`src/csq_pkg.sv`:
```
// Shared types and codes for the counting semaphore with wait queue.
// Used by csq_alu, csq_ctrl and counting_semaphore_wait_queue; no dependencies.
`default_nettype none

package csq_pkg;

   localparam int TICK_W   = 16;
   localparam int KIND_W   = 2;
   localparam int STATUS_W = 3;
   localparam int ID_OUT_W = 8;
   localparam int WOKEN_W  = 5;
   localparam int IN_ID_W  = 8;
   localparam int IN_CNT_W = 16;

   localparam logic [KIND_W-1:0] KIND_WAIT    = 2'd0;
   localparam logic [KIND_W-1:0] KIND_SIGNAL  = 2'd1;
   localparam logic [KIND_W-1:0] KIND_TICK    = 2'd2;
   localparam logic [KIND_W-1:0] KIND_IGNORED = 2'd3;

   localparam logic [STATUS_W-1:0] STATUS_ACQUIRED  = 3'd0;
   localparam logic [STATUS_W-1:0] STATUS_QUEUED    = 3'd1;
   localparam logic [STATUS_W-1:0] STATUS_WOKEN     = 3'd2;
   localparam logic [STATUS_W-1:0] STATUS_TIMED_OUT = 3'd3;
   localparam logic [STATUS_W-1:0] STATUS_FULL      = 3'd4;
   localparam logic [STATUS_W-1:0] STATUS_DONE      = 3'd5;

   typedef enum logic [1:0] {
      ALU_DEC,
      ALU_SUB,
      ALU_ADD_SAT
   } alu_op_type;

   typedef struct packed {
      logic                valid;
      logic [STATUS_W-1:0] status;
      logic [ID_OUT_W-1:0] waiter_id;
      logic [WOKEN_W-1:0]  woken_count;
      logic                last;
   } rsp_item_type;

endpackage

`default_nettype wire

```
`src/csq_ram.sv`:
```
// Generic single-write, single-read RAM with a registered read port.
// No dependencies.
`default_nettype none

module csq_ram #(
   parameter int WIDTH = 24,
   parameter int DEPTH = 16
) (
   input  wire logic                     clock,
   input  wire logic                     wr_en,
   input  wire logic [$clog2(DEPTH)-1:0] wr_addr,
   input  wire logic [WIDTH-1:0]         wr_data,
   input  wire logic                     rd_en,
   input  wire logic [$clog2(DEPTH)-1:0] rd_addr,
   output logic      [WIDTH-1:0]         rd_data
);

   logic [WIDTH-1:0] mem_ff [DEPTH];

   always_ff @(posedge clock) begin
      if (wr_en) begin
         mem_ff[wr_addr] <= wr_data;
      end
      if (rd_en) begin
         rd_data <= mem_ff[rd_addr];
      end
   end

endmodule

`default_nettype wire

```
`src/csq_alu.sv`:
```
// Shared arithmetic unit: decrement, subtract and saturating add.
// Depends on csq_pkg for the operation codes.
`default_nettype none

module csq_alu #(
   parameter int AW = 16,
   parameter int CW = 16
) (
   input  wire csq_pkg::alu_op_type op,
   input  wire logic [AW-1:0]       a_in,
   input  wire logic [AW-1:0]       b_in,
   output logic      [AW-1:0]       result
);

   localparam logic [AW:0] SAT_MAX = (AW+1)'({CW{1'b1}});

   logic [AW:0] sum;

   always_comb begin
      sum = {1'b0, a_in} + {1'b0, b_in};
      case (op)
         csq_pkg::ALU_DEC:     result = a_in - AW'(1);
         csq_pkg::ALU_SUB:     result = a_in - b_in;
         csq_pkg::ALU_ADD_SAT: result = (sum > SAT_MAX) ? SAT_MAX[AW-1:0] : sum[AW-1:0];
         default:              result = a_in;
      endcase
   end

endmodule

`default_nettype wire

```
`src/csq_ctrl.sv`:
```
// Sequencer for the semaphore: count, circular wait queue in RAM, queue walks.
// Depends on csq_pkg, csq_alu and csq_ram.
`default_nettype none

module csq_ctrl #(
   parameter int QUEUE_DEPTH     = 16,
   parameter int WAITER_ID_WIDTH = 8,
   parameter int COUNT_WIDTH     = 16
) (
   input  wire logic                                 clock,
   input  wire logic                                 reset,
   input  wire logic                                 req_valid,
   output logic                                      req_ready,
   input  wire logic [csq_pkg::KIND_W-1:0]           req_kind,
   input  wire logic [csq_pkg::IN_ID_W-1:0]          req_waiter_id,
   input  wire logic [csq_pkg::TICK_W-1:0]           req_timeout_ticks,
   input  wire logic [csq_pkg::IN_CNT_W-1:0]         req_signal_count,
   input  wire logic                                 csr_write_en,
   input  wire logic [csq_pkg::IN_CNT_W-1:0]         csr_start_count,
   input  wire logic                                 out_free,
   output csq_pkg::rsp_item_type                     emit
);

   localparam int PW  = $clog2(QUEUE_DEPTH);
   localparam int LW  = $clog2(QUEUE_DEPTH + 1);
   localparam int TW  = csq_pkg::TICK_W;
   localparam int EW  = WAITER_ID_WIDTH + TW;
   localparam int AW1 = (COUNT_WIDTH > TW) ? COUNT_WIDTH : TW;
   localparam int AW  = (AW1 > LW) ? AW1 : LW;

   typedef enum logic [3:0] {
      S_IDLE,
      S_WAIT,
      S_SIG_START,
      S_SIG_POP,
      S_SIG_SUB,
      S_SIG_ADD,
      S_TICK_START,
      S_TICK_EVAL,
      S_DONE
   } state_type;

   state_type                  state_ff;
   logic [WAITER_ID_WIDTH-1:0] id_ff;
   logic [TW-1:0]              tmo_ff;
   logic [COUNT_WIDTH-1:0]     sig_ff;
   logic [COUNT_WIDTH-1:0]     avail_ff;
   logic [COUNT_WIDTH-1:0]     rem_ff;
   logic [PW-1:0]              head_ff;
   logic [PW-1:0]              tail_ff;
   logic [PW-1:0]              rd_ptr_ff;
   logic [PW-1:0]              wr_ptr_ff;
   logic [LW-1:0]              len_ff;
   logic [LW-1:0]              woken_ff;
   logic [LW-1:0]              vis_ff;
   logic [LW-1:0]              kept_ff;

   logic                       ram_rd_en;
   logic [PW-1:0]              ram_rd_addr;
   logic                       ram_wr_en;
   logic [PW-1:0]              ram_wr_addr;
   logic [EW-1:0]              ram_wr_data;
   logic [EW-1:0]              ram_rd_data;

   csq_pkg::alu_op_type        alu_op;
   logic [AW-1:0]              alu_a;
   logic [AW-1:0]              alu_b;
   logic [AW-1:0]              alu_res;

   logic [WAITER_ID_WIDTH-1:0] ent_id;
   logic [TW-1:0]              ent_ticks;
   logic [TW-1:0]              new_ticks;
   logic                       tick_expired;
   logic                       tick_adv;
   logic                       tick_more;
   logic [LW-1:0]              vis_plus;
   logic [LW-1:0]              kept_in;
   logic [PW-1:0]              wr_ptr_in;
   logic [LW-1:0]              woken_plus;
   logic                       sig_adv;
   logic                       sig_more;
   logic                       queue_full;

   function automatic logic [PW-1:0] ptr_inc(input logic [PW-1:0] p);
      ptr_inc = (p == PW'(QUEUE_DEPTH - 1)) ? '0 : p + PW'(1);
   endfunction

   csq_ram #(
      .WIDTH (EW),
      .DEPTH (QUEUE_DEPTH)
   ) u_queue_ram (
      .clock   (clock),
      .wr_en   (ram_wr_en),
      .wr_addr (ram_wr_addr),
      .wr_data (ram_wr_data),
      .rd_en   (ram_rd_en),
      .rd_addr (ram_rd_addr),
      .rd_data (ram_rd_data)
   );

   csq_alu #(
      .AW (AW),
      .CW (COUNT_WIDTH)
   ) u_alu (
      .op     (alu_op),
      .a_in   (alu_a),
      .b_in   (alu_b),
      .result (alu_res)
   );

   assign req_ready = (state_ff == S_IDLE);

   always_comb begin
      ent_id       = ram_rd_data[EW-1:TW];
      ent_ticks    = ram_rd_data[TW-1:0];
      queue_full   = (len_ff == LW'(QUEUE_DEPTH));

      alu_op = csq_pkg::ALU_DEC;
      alu_a  = '0;
      alu_b  = '0;
      case (state_ff)
         S_WAIT: begin
            alu_a = AW'(avail_ff);
         end
         S_TICK_EVAL: begin
            alu_a = AW'(ent_ticks);
         end
         S_SIG_SUB: begin
            alu_op = csq_pkg::ALU_SUB;
            alu_a  = AW'(sig_ff);
            alu_b  = AW'(woken_ff);
         end
         S_SIG_ADD: begin
            alu_op = csq_pkg::ALU_ADD_SAT;
            alu_a  = AW'(avail_ff);
            alu_b  = AW'(rem_ff);
         end
         default: begin
            alu_op = csq_pkg::ALU_DEC;
         end
      endcase

      tick_expired = (ent_ticks != '0) && (alu_res[TW-1:0] == '0);
      new_ticks    = (ent_ticks == '0) ? '0 : alu_res[TW-1:0];
      tick_adv     = (state_ff == S_TICK_EVAL) && (!tick_expired || out_free);
      vis_plus     = vis_ff + LW'(1);
      tick_more    = (vis_plus != len_ff);
      kept_in      = tick_expired ? kept_ff : kept_ff + LW'(1);
      wr_ptr_in    = tick_expired ? wr_ptr_ff : ptr_inc(wr_ptr_ff);

      woken_plus   = woken_ff + LW'(1);
      sig_adv      = (state_ff == S_SIG_POP) && out_free;
      sig_more     = (AW'(woken_plus) != AW'(sig_ff)) && (len_ff != LW'(1));

      ram_rd_en   = 1'b0;
      ram_rd_addr = head_ff;
      ram_wr_en   = 1'b0;
      ram_wr_addr = tail_ff;
      ram_wr_data = {id_ff, tmo_ff};
      emit        = '0;

      case (state_ff)
         S_WAIT: begin
            if (out_free) begin
               emit.valid     = 1'b1;
               emit.last      = 1'b1;
               emit.waiter_id = csq_pkg::ID_OUT_W'(id_ff);
               if (avail_ff != '0) begin
                  emit.status = csq_pkg::STATUS_ACQUIRED;
               end else if (!queue_full) begin
                  emit.status = csq_pkg::STATUS_QUEUED;
                  ram_wr_en   = 1'b1;
               end else begin
                  emit.status = csq_pkg::STATUS_FULL;
               end
            end
         end
         S_SIG_START: begin
            ram_rd_en = (sig_ff != '0) && (len_ff != '0);
         end
         S_SIG_POP: begin
            if (sig_adv) begin
               emit.valid     = 1'b1;
               emit.status    = csq_pkg::STATUS_WOKEN;
               emit.waiter_id = csq_pkg::ID_OUT_W'(ent_id);
               ram_rd_en      = sig_more;
               ram_rd_addr    = ptr_inc(head_ff);
            end
         end
         S_TICK_START: begin
            ram_rd_en = (len_ff != '0);
         end
         S_TICK_EVAL: begin
            if (tick_adv) begin
               if (tick_expired) begin
                  emit.valid     = 1'b1;
                  emit.status    = csq_pkg::STATUS_TIMED_OUT;
                  emit.waiter_id = csq_pkg::ID_OUT_W'(ent_id);
               end else begin
                  ram_wr_en   = 1'b1;
                  ram_wr_addr = wr_ptr_ff;
                  ram_wr_data = {ent_id, new_ticks};
               end
               ram_rd_en   = tick_more;
               ram_rd_addr = rd_ptr_ff;
            end
         end
         S_DONE: begin
            if (out_free) begin
               emit.valid       = 1'b1;
               emit.status      = csq_pkg::STATUS_DONE;
               emit.woken_count = csq_pkg::WOKEN_W'(woken_ff);
               emit.last        = 1'b1;
            end
         end
         default: begin
            emit = '0;
         end
      endcase
   end

   always_ff @(posedge clock) begin
      if (reset) begin
         state_ff <= S_IDLE;
         avail_ff <= '0;
         head_ff  <= '0;
         tail_ff  <= '0;
         len_ff   <= '0;
      end else begin
         if (csr_write_en) begin
            avail_ff <= COUNT_WIDTH'(csr_start_count);
         end
         case (state_ff)
            S_IDLE: begin
               if (req_valid) begin
                  id_ff    <= WAITER_ID_WIDTH'(req_waiter_id);
                  tmo_ff   <= req_timeout_ticks;
                  sig_ff   <= COUNT_WIDTH'(req_signal_count);
                  woken_ff <= '0;
                  case (req_kind)
                     csq_pkg::KIND_WAIT:   state_ff <= S_WAIT;
                     csq_pkg::KIND_SIGNAL: state_ff <= S_SIG_START;
                     csq_pkg::KIND_TICK:   state_ff <= S_TICK_START;
                     default:              state_ff <= S_IDLE;
                  endcase
               end
            end
            S_WAIT: begin
               if (out_free) begin
                  if (avail_ff != '0) begin
                     avail_ff <= COUNT_WIDTH'(alu_res);
                  end else if (!queue_full) begin
                     tail_ff <= ptr_inc(tail_ff);
                     len_ff  <= len_ff + LW'(1);
                  end
                  state_ff <= S_IDLE;
               end
            end
            S_SIG_START: begin
               if ((sig_ff != '0) && (len_ff != '0)) begin
                  state_ff <= S_SIG_POP;
               end else begin
                  state_ff <= S_SIG_SUB;
               end
            end
            S_SIG_POP: begin
               if (sig_adv) begin
                  head_ff  <= ptr_inc(head_ff);
                  len_ff   <= len_ff - LW'(1);
                  woken_ff <= woken_plus;
                  state_ff <= sig_more ? S_SIG_POP : S_SIG_SUB;
               end
            end
            S_SIG_SUB: begin
               rem_ff   <= COUNT_WIDTH'(alu_res);
               state_ff <= S_SIG_ADD;
            end
            S_SIG_ADD: begin
               avail_ff <= COUNT_WIDTH'(alu_res);
               state_ff <= S_DONE;
            end
            S_TICK_START: begin
               rd_ptr_ff <= ptr_inc(head_ff);
               wr_ptr_ff <= head_ff;
               vis_ff    <= '0;
               kept_ff   <= '0;
               state_ff  <= (len_ff != '0) ? S_TICK_EVAL : S_DONE;
            end
            S_TICK_EVAL: begin
               if (tick_adv) begin
                  vis_ff    <= vis_plus;
                  kept_ff   <= kept_in;
                  wr_ptr_ff <= wr_ptr_in;
                  if (tick_more) begin
                     rd_ptr_ff <= ptr_inc(rd_ptr_ff);
                  end else begin
                     len_ff   <= kept_in;
                     tail_ff  <= wr_ptr_in;
                     state_ff <= S_DONE;
                  end
               end
            end
            S_DONE: begin
               if (out_free) begin
                  state_ff <= S_IDLE;
               end
            end
            default: begin
               state_ff <= S_IDLE;
            end
         endcase
      end
   end

endmodule

`default_nettype wire

```
`src/counting_semaphore_wait_queue.sv`:
```
// Counting semaphore with a first-in first-out wait queue of waiter ids.
// Depends on csq_pkg and csq_ctrl (which holds csq_alu and csq_ram).
//
// Usage: items arrive on the req_ channel (valid/ready). A wait item either
// takes one unit, queues its waiter with a timeout, or is refused when the
// queue is full. A signal item wakes queued waiters oldest first and adds the
// units left over to the count, saturating. A tick item counts down finite
// timeouts and removes waiters that expire. Each result item leaves on the
// rsp_ channel; rsp_last marks the final result of an input item.
// The queue walk reads one RAM entry per cycle except while held by a stalled
// receiver, and the count update goes through the single shared adder.
// req_ready is high only between items. A result register sits at the output,
// so the next item is accepted while the last result of the previous one
// waits. When the receiver stalls, the walk holds at the entry whose result
// cannot yet be delivered. Reset empties the queue and clears the count; a
// csr_ write loads the count.
`default_nettype none

module counting_semaphore_wait_queue #(
   parameter int QUEUE_DEPTH     = 16,
   parameter int WAITER_ID_WIDTH = 8,
   parameter int COUNT_WIDTH     = 16
) (
   input  wire logic                             clock,
   input  wire logic                             reset,
   input  wire logic                             req_valid,
   output logic                                  req_ready,
   input  wire logic [csq_pkg::KIND_W-1:0]       req_kind,
   input  wire logic [csq_pkg::IN_ID_W-1:0]      req_waiter_id,
   input  wire logic [csq_pkg::TICK_W-1:0]       req_timeout_ticks,
   input  wire logic [csq_pkg::IN_CNT_W-1:0]     req_signal_count,
   output logic                                  rsp_valid,
   input  wire logic                             rsp_ready,
   output logic      [csq_pkg::STATUS_W-1:0]     rsp_status,
   output logic      [csq_pkg::ID_OUT_W-1:0]     rsp_waiter_id_res,
   output logic      [csq_pkg::WOKEN_W-1:0]      rsp_woken_count,
   output logic                                  rsp_last,
   input  wire logic                             csr_write_en,
   input  wire logic [csq_pkg::IN_CNT_W-1:0]     csr_start_count
);

   csq_pkg::rsp_item_type             emit;
   logic                              out_free;
   logic                              rsp_valid_ff;
   logic [csq_pkg::STATUS_W-1:0]      rsp_status_ff;
   logic [csq_pkg::ID_OUT_W-1:0]      rsp_id_ff;
   logic [csq_pkg::WOKEN_W-1:0]       rsp_woken_ff;
   logic                              rsp_last_ff;

   assign out_free = !rsp_valid_ff || rsp_ready;

   csq_ctrl #(
      .QUEUE_DEPTH     (QUEUE_DEPTH),
      .WAITER_ID_WIDTH (WAITER_ID_WIDTH),
      .COUNT_WIDTH     (COUNT_WIDTH)
   ) u_ctrl (
      .clock             (clock),
      .reset             (reset),
      .req_valid         (req_valid),
      .req_ready         (req_ready),
      .req_kind          (req_kind),
      .req_waiter_id     (req_waiter_id),
      .req_timeout_ticks (req_timeout_ticks),
      .req_signal_count  (req_signal_count),
      .csr_write_en      (csr_write_en),
      .csr_start_count   (csr_start_count),
      .out_free          (out_free),
      .emit              (emit)
   );

   always_ff @(posedge clock) begin
      if (reset) begin
         rsp_valid_ff <= 1'b0;
      end else if (emit.valid) begin
         rsp_valid_ff <= 1'b1;
      end else if (rsp_ready) begin
         rsp_valid_ff <= 1'b0;
      end
      if (emit.valid) begin
         rsp_status_ff <= emit.status;
         rsp_id_ff     <= emit.waiter_id;
         rsp_woken_ff  <= emit.woken_count;
         rsp_last_ff   <= emit.last;
      end
   end

   assign rsp_valid         = rsp_valid_ff;
   assign rsp_status        = rsp_status_ff;
   assign rsp_waiter_id_res = rsp_id_ff;
   assign rsp_woken_count   = rsp_woken_ff;
   assign rsp_last          = rsp_last_ff;

   a_no_overwrite: assert property (@(posedge clock) disable iff (reset)
      emit.valid |-> out_free)
      else $error("A result was produced while the output register was occupied.");

   a_busy_mid_item: assert property (@(posedge clock) disable iff (reset)
      (rsp_valid && !rsp_last) |-> !req_ready)
      else $error("A new item was offered while an item still had results pending.");

   a_done_is_last: assert property (@(posedge clock) disable iff (reset)
      (rsp_valid && (rsp_status == csq_pkg::STATUS_DONE)) |-> rsp_last)
      else $error("A done result was not marked as the final result.");

   a_woken_on_done: assert property (@(posedge clock) disable iff (reset)
      (rsp_valid && (rsp_woken_count != '0)) |-> (rsp_status == csq_pkg::STATUS_DONE))
      else $error("A woken count appeared on a result other than done.");

   a_busy_after_accept: assert property (@(posedge clock) disable iff (reset)
      (req_valid && req_ready && (req_kind != csq_pkg::KIND_IGNORED)) |=> !req_ready)
      else $error("The block was ready again right after taking an item.");

endmodule

`default_nettype wire
```
`config.mk`:
```
export PLATFORM = sky130hd
export DESIGN_NAME = counting_semaphore_wait_queue
export DESIGN_NICKNAME = d
export VERILOG_FILES = /design/src/csq_pkg.sv /design/src/csq_ram.sv /design/src/csq_alu.sv /design/src/csq_ctrl.sv /design/src/counting_semaphore_wait_queue.sv
export SDC_FILE = /design/constraint.sdc
export NUM_CORES = 1
export LEC_CHECK = 0
export BUFFER_PORTS_ARGS = -buffer_cell sky130_fd_sc_hd__buf_2
export CAP_MARGIN = 20
export CORE_MARGIN = 2
export CORE_UTILIZATION = 35
export DETAILED_ROUTE_END_ITERATION = 6
export SYNTH_ARGS = -nofsm -noshare
export SYNTH_HDL_FRONTEND = slang
export SYNTH_SLANG_ARGS = --single-unit
```
`constraint.sdc`:
```
create_clock -name clock -period 16.3 [get_ports clock]
set_input_delay 4.075 -clock clock [delete_from_list [all_inputs] [get_ports clock]]
set_output_delay 4.075 -clock clock [all_outputs]
set_load 0.01 [all_outputs]
```
==> summary by stage, run 1 <==
Status
The flow ran to the end, and the final reports show no timing, DRC or antenna violations.

GRT
The global route total overflow is 0. Across every metal layer, demand over resource in global routing totals 0.193. In this run the most used layer during global routing was met2.

The met2 track demand over resource in global routing is 0.324. The met1 layer usage reported by global route is 0.253. The first global-routing pass estimated 107 mm of wire.

The via count of the first global-routing pass came to 16,200. In the global route stage, met3 resource usage came out at 0.0263. Entering global routing, the biggest net connects 99 pins. The initial antenna violation count is 0.

Run
The number of violations of the max-capacitance limit is 0.

Floorplanning
The total number of placement rows is slightly below 100. In this run the count of I/O pins placed on the die edge is 82. For this configuration, the core starts out at a cell density of 0.355. The core region is 70,300 um2. The die covers 73,400 um2.

The die is 271 um tall. The die is 271 um wide.

Clock network
For this design, the sink count on the clock tree is 538. The clock latency reported for the late side of the worst-skew pair is 640 ps. The count of instances resized after the clock tree is built is 0. The cell chosen for the clock root is clkbuf_16. CTS built an H-tree with a depth of 2.

The total clock buffers created by CTS is 55. The clock tree from TritonCTS is built. The clock tree buffer depth is 3. The post-CTS setup repair buffer count is 0. Hold repair after CTS inserted 0 buffers. The clock-pin slew on the worst setup and hold paths is 60 ps.

Finish
The top cell types in the final layout, fill and taps aside, are 504 x edfxtp_1, 135 x nand2_1, 85 x nor2_1. The proportion of layout cells with a drive suffix above 1 is 0.180. The net count of the finished layout is 2,011. The signed area change from the synthesized netlist to the final layout is 14.0%.

Measured on the finished design, the core utilization comes to 0.404. The library cell used most frequently in the layout, excluding fill and tap cells, is edfxtp_1.

Route
For this run, the detailed router's first-pass iteration total came to 6. Using the TritonRoute via totals, the vias-per-cell ratio works out to 5.68. Summed over all layers, the routed wires come to 72.3 mm.

The routed wirelength normalized by instance count is roughly 25 um. The first routing iteration left ~1,600 violations. After detailed routing, the number of remaining DRC violations is 0. Detailed routing inserted a total of 16,400 vias.

The final antenna-violating net count is 0.

Yosys
The most used flip-flop cell after synthesis is edfxtp_1. The sequential-to-total area share from yosys stat is 0.635. The Yosys step of the flow raised 0 warnings. The instance count of the mapped netlist is between 1,500 and 2,000. The post-synthesis sequential element count is ~540. Yosys mapped the design onto between 90 and 100 distinct sky130hd cell types. After synthesis, the mean cell area works out to 13.7 um2. Of the post-synthesis cell area, the dominant cell type holds 0.607. The biggest area contributor in the post-synthesis netlist is edfxtp_1. The synthesized netlist occupies a cell area of 24,900 um2. The async set-reset flop share out of synthesis is 0. The synthesized design contains between 500 and 600 enable-type register cells. By area the synthesized netlist is led by edfxtp_1 61%, dfxtp_1 2.7%, mux2i_1 2.7%.

Setup path
The worst setup path is launched from a flip-flop. The most frequent cell on the critical path is buf_4. The end of the worst register-to-register path is u_ctrl.u_queue_ram.rd_data[8].

The worst setup path is of the reg2reg kind. The endpoint required time on the critical path is 16,660 ps. The worst register-to-register path begins at u_ctrl.state_ff[2]. The type of element capturing the critical path is a flip-flop. The number of cells on the worst reg-to-reg path is 22. The largest fanout of any net on the critical path is between 40 and 50. The end point of the critical path is u_ctrl.u_queue_ram.rd_data[8]. The library cell contributing the largest single delay on the critical path is dfxtp_1. In this run the worst setup path begins at u_ctrl.state_ff[2]. The delay of the slowest cell on the worst path is 830 ps. At the worst endpoint, the arrival time is 9700 ps.

The signal on the critical path passes through and4b_1 -> buf_4 -> a21o_1 -> ha_1 -> a21o_1 -> a21o_1 -> a21oi_1 -> o211ai_1 -> o311ai_4 -> a21oi_2 -> or3_1 -> nor4_2 -> o2111ai_2 -> nor2_1 -> o221ai_4 -> buf_4 -> nand3_4 -> buf_4 -> buf_4 -> mux4_2 -> nand2_1 -> nand4_1. The setup check on the worst reg-to-reg path leaves a slack of 6960 ps.

Timing
The share of the cycle needed by the critical path after routing is 0.573. The worst slew slack as a fraction of its limit is 0.278. The hold violation total from the final report was 0. Setup violations remaining at the end of the flow were counted as 0. Timing would allow up to 107 MHz. The worst slack on hold paths is 552 ps. Across the routed clock network, the largest skew measured is 41.9 ps. The count of final max-slew check failures is 0.

The final-layout setup total negative slack is 0 ps. For the finished layout, the period the worst path requires is 9340 ps. Setup repair after global routing left no endpoint under its margin. The pin slew with the least headroom to its limit is between 1000 and 1500 ps.

Power and ir drop
The total power is between 4 and 5 mW. The maximum ir drop on the vdd rail is 0.0863 mV. Summed over all cells, the static leakage comes to 9.66 nW. The power density over the cells is ~140 nW/um2.

Placement
Port buffering added 81 buffers. Summed over all nets, the half-perimeter wirelength after detailed placement is 45.6 mm. Routability-driven placement finished with a final weighted congestion of 0.934.

Hold path
The type of the worst min-delay path is reg2reg.
-- power by group --
part	leakage [nW]	switching (mW)	internal [mW]
Combinational	3.98	0.740	0.368
Sequential	4.84	0.0846	1.67
Clock	0.846	0.542	0.680
-- cell families (layout without fill, tap and decap cells) --
family,Yosys count,in the layout,share of synthesized area
AND/OR/NAND/NOR,486,486,0.103
XOR/XNOR,44,44,0.0155
AO/OA/AOI/OAI,417,417,0.121
flip-flops,538,538,0.635
buffers and inverters,133,265,0.0254
multiplexers,159,159,0.0811
other,1,7,0.000150
adder cells (fa/ha/maj),38,38,0.0191
-- cell usage after synthesis (21+ instances only) --
library cell / count
clkbuf_1: 57
mux2i_1: 67
mux4_2: 24
a21oi_1: 68
nand3_1: 21
ha_1: 38
buf_2: 23
a22oi_1: 34
and2_1: 22
nor2_1: 105
nand2_1: 135
nand4_1: 27
nand2b_1: 21
o21ai_0: 69
a221oi_1: 55
and3_1: 62
dfxtp_1: 34
edfxtp_1: 504
mux2_2: 43
a211o_1: 52
xor2_1: 25
inv_1: 25
-- sequential cells by signal (all words and copies together) (netlist names), 3 cells and up --
signal and flops:
rsp_status 3, u_ctrl.rd_ptr_ff 4, u_ctrl.head_ff 4, u_ctrl.sig_ff 16
u_ctrl.vis_ff 5, u_ctrl.tail_ff 4, u_ctrl.kept_ff 5, u_ctrl.u_queue_ram.mem_ff 384
u_ctrl.tmo_ff 16, u_ctrl.u_queue_ram.rd_data 24, rsp_waiter_id_res 8, u_ctrl.rem_ff 16
u_ctrl.len_ff 5, u_ctrl.avail_ff 16, u_ctrl.state_ff 4, u_ctrl.id_ff 8
rsp_woken_count 5, u_ctrl.wr_ptr_ff 4, u_ctrl.woken_ff 5
-- per-stage QoR --
stage	instance area, um2	setup slack (ps)	instances
6_report	28400	6960	2894
5_1_grt	28400	6450	2893
4_1_cts	28300	7130	2890
3_5_place_dp	26600	7070	2790
3_3_place_gp	26500	7380	2787
2_1_floorplan	24900	9490	1821
-- final cells by class --
cell class,count,area (um2)
fill,6442,41900
sequential,538,15800
multi-input combinational,1150,8650
clock buffer,73,1500
tap,940,1180
timing repair buffer,140,920
clock inverter,27,248
inverter,25,93.8
antenna,1,2.50
-- how the worst min path moves through the flow --
stage                                  from                   end  slack, ps  depth (start not counted)
after floorplan           u_ctrl.head_ff[3]     u_ctrl.head_ff[3]        490                          2
after global placement    u_ctrl.tail_ff[2]     u_ctrl.tail_ff[2]        530                          2
after detailed placement  u_ctrl.head_ff[3]     u_ctrl.head_ff[3]        540                          2
after CTS                 u_ctrl.tail_ff[2]     u_ctrl.tail_ff[2]        550                          2
after global routing        u_ctrl.id_ff[1]  rsp_waiter_id_res[1]        590                          1
final                     u_ctrl.head_ff[3]     u_ctrl.head_ff[3]        550                          2
-- per-layer routing --
metal  vias to the layer above  wire, um
met5                         -         0
met4                         0      2880
met3                       131      4590
met2                       639     34800
met1                      8314     30100
li1                       7351         -
-- worst max-delay path: cells and delay by family, from the launching register on --
| family | cells | cell delay (ps) |
|---|---|---|
| mux | 1 | 590 |
| flops | 1 | 830 |
| simple gates | 7 | 2590 |
| compound gates | 9 | 2620 |
| fa+ha+maj | 1 | 270 |
| buf+inv | 4 | 2100 |
No activity file was read; power rests on OpenSTA's default activity.
==> inputs of run 2 (changes only) <==
==> constraint.sdc (replaced) <==
create_clock -name clock -period 9.5 [get_ports clock]
set_input_delay 2.375 -clock clock [delete_from_list [all_inputs] [get_ports clock]]
set_output_delay 2.375 -clock clock [all_outputs]
set_load 0.01 [all_outputs]
==> run 2 against run 1 <==
Against the previous run: sequential share of layout area down 0.16 points; flip-flop and latch count unchanged; routed wire length increased by 1.7%; via count is 0.71% higher.
==> summary by stage, run 2 (same netlist as run 1, synthesis figures left out) <==
Status
Run status: completed (unchanged).

Route
The number of vias per cell after detailed routing came to 5.72 (was 5.68). The routed wirelength normalized by instance count was 25.4 um (was 25.0 um). The final antenna-violating net count was 0 (unchanged). The total wire length after detailed routing came to 73.5 mm (was 72.3 mm). The overall via count from detail_route is 16,600 (was 16,400). The detailed router's first-iteration violation count came to 1,641 (was 1,624).

The DRC violations left is 0 (unchanged). The number of optimization iterations in the first detailed-route pass is 6 (unchanged).

Timing
The worst slew slack as a fraction of its limit is 0.235 (was 0.278). Unrepaired setup endpoints after global routing: no (unchanged). The maximum achievable frequency is 120 MHz (was 107 MHz). The least setup slack across all paths after layout is 1140 ps (was 6960 ps). The share of the cycle needed by the critical path after routing is 0.880 (was 0.573). The count of endpoints failing setup in the final report was 0 (unchanged). The clock skew after layout was 45.6 ps (was 41.9 ps). The minimum clock period is 8360 ps (was 9340 ps). The pin slew with the least headroom to its limit came to 1140 ps (was 1080 ps). The final-layout setup total negative slack was 0 ps (unchanged). The count of final max-slew check failures is 0 (unchanged). The hold violation total from the final report was 0 (unchanged).

Clock network
The count of instances resized after the clock tree is built is 0 (unchanged). The post-CTS setup repair buffer count is 0 (unchanged). The clock latency reported for the late side of the worst-skew pair is 650 ps (was 640 ps).

The number of clock sinks seen by CTS is 538 (unchanged). The clock tree buffer depth is 3 (unchanged). The clock tree from TritonCTS was built (unchanged). The number of H-tree levels is 2 (unchanged). The clock-pin slew on the worst setup and hold paths was 60 ps (about the same). The hold buffer count at CTS came to 0 (unchanged).

The cell chosen for the clock root is clkbuf_16 (unchanged). The total clock buffers created by CTS is 57 (was 55).

Finish
The number of diodes was 0 (was 1). The net count of the finished layout is 2,009 (was 2,011). The largest register by flop count is u_ctrl.u_queue_ram.mem_ff (unchanged).

The utilization after layout is 0.405 (was 0.404). The flip-flop count of the largest register after layout is 384 (unchanged). The leading cell type in the layout, fill and taps excluded is edfxtp_1 (unchanged).

The signed area change from the synthesized netlist to the final layout is 14.3% (was 14.0%). Commonest cells after routing, fill and taps aside: 504 x edfxtp_1, 135 x nand2_1, 86 x nor2_1 (was 504 x edfxtp_1, 135 x nand2_1, 85 x nor2_1). The proportion of layout cells with a drive suffix above 1 came to 0.183 (was 0.180). The post-layout instance count excluding filler cells is 2,895 (was 2,894). Top Registers: u_ctrl.u_queue_ram.mem_ff (384), u_ctrl.u_queue_ram.rd_data (24) (unchanged).

Setup path
The family with the most delay on the worst path is compound AO/OA/AOI/OAI gates (unchanged). The buffer and inverter count on the worst path is 3 (was 4). The critical path class is reg2reg (unchanged). The slack of the worst reg-to-reg path is 1140 ps (was 6960 ps).

The largest fanout of any net on the critical path is 52 (was 49). Crit-path cells: and4b_1 -> a21o_1 -> ha_1 -> a21o_1 -> a21o_1 -> a21oi_1 -> o211ai_1 -> o311ai_4 -> a21oi_2 -> or3_1 -> nor4_2 -> o2111ai_2 -> nor2_1 -> buf_4 -> o221ai_4 -> nand3_4 -> buf_4 -> buf_4 -> mux4_2 -> nand2_1 -> nand4_1 (was and4b_1 -> buf_4 -> a21o_1 -> ha_1 -> a21o_1 -> a21o_1 -> a21oi_1 -> o211ai_1 -> o311ai_4 -> a21oi_2 -> or3_1 -> nor4_2 -> o2111ai_2 -> nor2_1 -> o221ai_4 -> buf_4 -> nand3_4 -> buf_4 -> buf_4 -> mux4_2 -> nand2_1 -> nand4_1). The critical path arrival is 8740 ps (was 9700 ps). The endpoint required time on the critical path was 9880 ps (was 16,660 ps). The library cell contributing the largest single delay on the critical path is and4b_1 (was dfxtp_1). The launch point of the worst path was u_ctrl.state_ff[2] (unchanged). The startpoint type of the worst setup path is a flip-flop (unchanged). The source of the worst register-to-register timing path was u_ctrl.state_ff[2] (unchanged). The delay of the slowest cell on the worst path is 1050 ps (was 830 ps). The type of element capturing the critical path is a flip-flop (unchanged).

Placement
The total half-perimeter wirelength after legalization and detailed placement is 45.8 mm (was 45.6 mm). The worst slack at placement is 1240 ps (was 7070 ps). The number of buffers added on ports is 81 (unchanged). The instance count after placement with tap cells included came to 2,783 (was 2,790). The weighted congestion reported at the end of routability-driven placement came to 0.953 (was 0.934).

GRT
The maximum number of pins on one net before global-route repair is 98 (was 99). The initial antenna violation count is 0 (unchanged). The aggregate global-route resource usage is 0.197 (was 0.193). The via count of the first global-routing pass is 16,400 (was 16,200).

The global route total overflow came to 0 (unchanged). The first-pass GRT wire length is 109 mm (was 107 mm).

Power and ir drop
The power density over the cells is 250 nW/um2 (was 144 nW/um2). The maximum ir drop on the vdd rail is 0.138 mV (was 0.0863 mV). The total power was 7.13 mW (was 4.08 mW). The standby leakage power was 9.71 nW (was 9.66 nW).

Floorplanning
The floorplan die height was 271 um (unchanged). The die outline width is 271 um (unchanged). The total number of placement rows came to 97 (unchanged). The number of top-level pins came to 82 (unchanged). The area of the die is 73,400 um2 (unchanged).

The core outline area is 70,300 um2 (unchanged). The initial cell density of the core is 0.355 (unchanged).

Run
The number of violations of the max-capacitance limit is 0 (unchanged).

Hold path
The launch instance of the worst min-delay path is u_ctrl.tail_ff[2] (was u_ctrl.head_ff[3]). The type of the worst min-delay path is reg2reg (unchanged).
-- run 2: cell count changes in the layout (fill, tap and decap cells not counted), moves of 2 or more --
cell	before	now
clkbuf_8	3	1
bufinv_16	2	5
clkinv_2	7	13
clkbuf_1	14	9
buf_4	53	49
inv_6	0	2
-- run 2: cell type report --
| cell class | count | area [um2] |
|---|---|---|
| fill | 6472 | 41800 |
| clock buffer | 67 | 1470 |
| inverter | 25 | 93.8 |
| sequential | 538 | 15800 |
| tap | 940 | 1180 |
| multi-input combinational | 1150 | 8640 |
| clock inverter | 39 | 379 |
| timing repair buffer | 136 | 898 |
-- run 2: worst min-delay path: cells and delay by family, from the launching register on --
| family | cells | cell delay, ps |
|---|---|---|
| compound gates | 2 | 150 |
| flops | 1 | 350 |
-- run 2: worst paths after layout --
| path | cells after the start | endpoint |
|---|---|---|
| setup / recovery | 21 | u_ctrl.u_queue_ram.rd_data[7] |
| hold / removal | 2 | u_ctrl.tail_ff[2] |
| setup reg to reg | 21 | u_ctrl.u_queue_ram.rd_data[7] |
| hold reg to reg | 2 | u_ctrl.tail_ff[2] |
-- run 2: layer usage --
metal / up-vias / global-route usage / part of all wire
met5: - / 0 / 0
met4: 0 / 0.0622 / 0.029
met3: 120 / 0.0272 / 0.062
met2: 673 / 0.331 / 0.48
met1: 8413 / 0.264 / 0.42
li1: 7346 / - / -
-- run 2: stage by stage --
step / instance area (um2) / hold WS (ps)
2_1_floorplan: 24900 / 493
3_3_place_gp: 26500 / 523
3_5_place_dp: 26500 / 542
4_1_cts: 28400 / 551
5_1_grt: 28500 / 609
6_report: 28500 / 550
-- run 2: power breakdown --
part | leakage [nW] | switching, mW | total [mW] | internal (mW)
clock network | 0.908 | 0.963 | 2.22 | 1.25
logic | 3.96 | 1.26 | 1.89 | 0.629
registers | 4.84 | 0.164 | 3.03 | 2.86
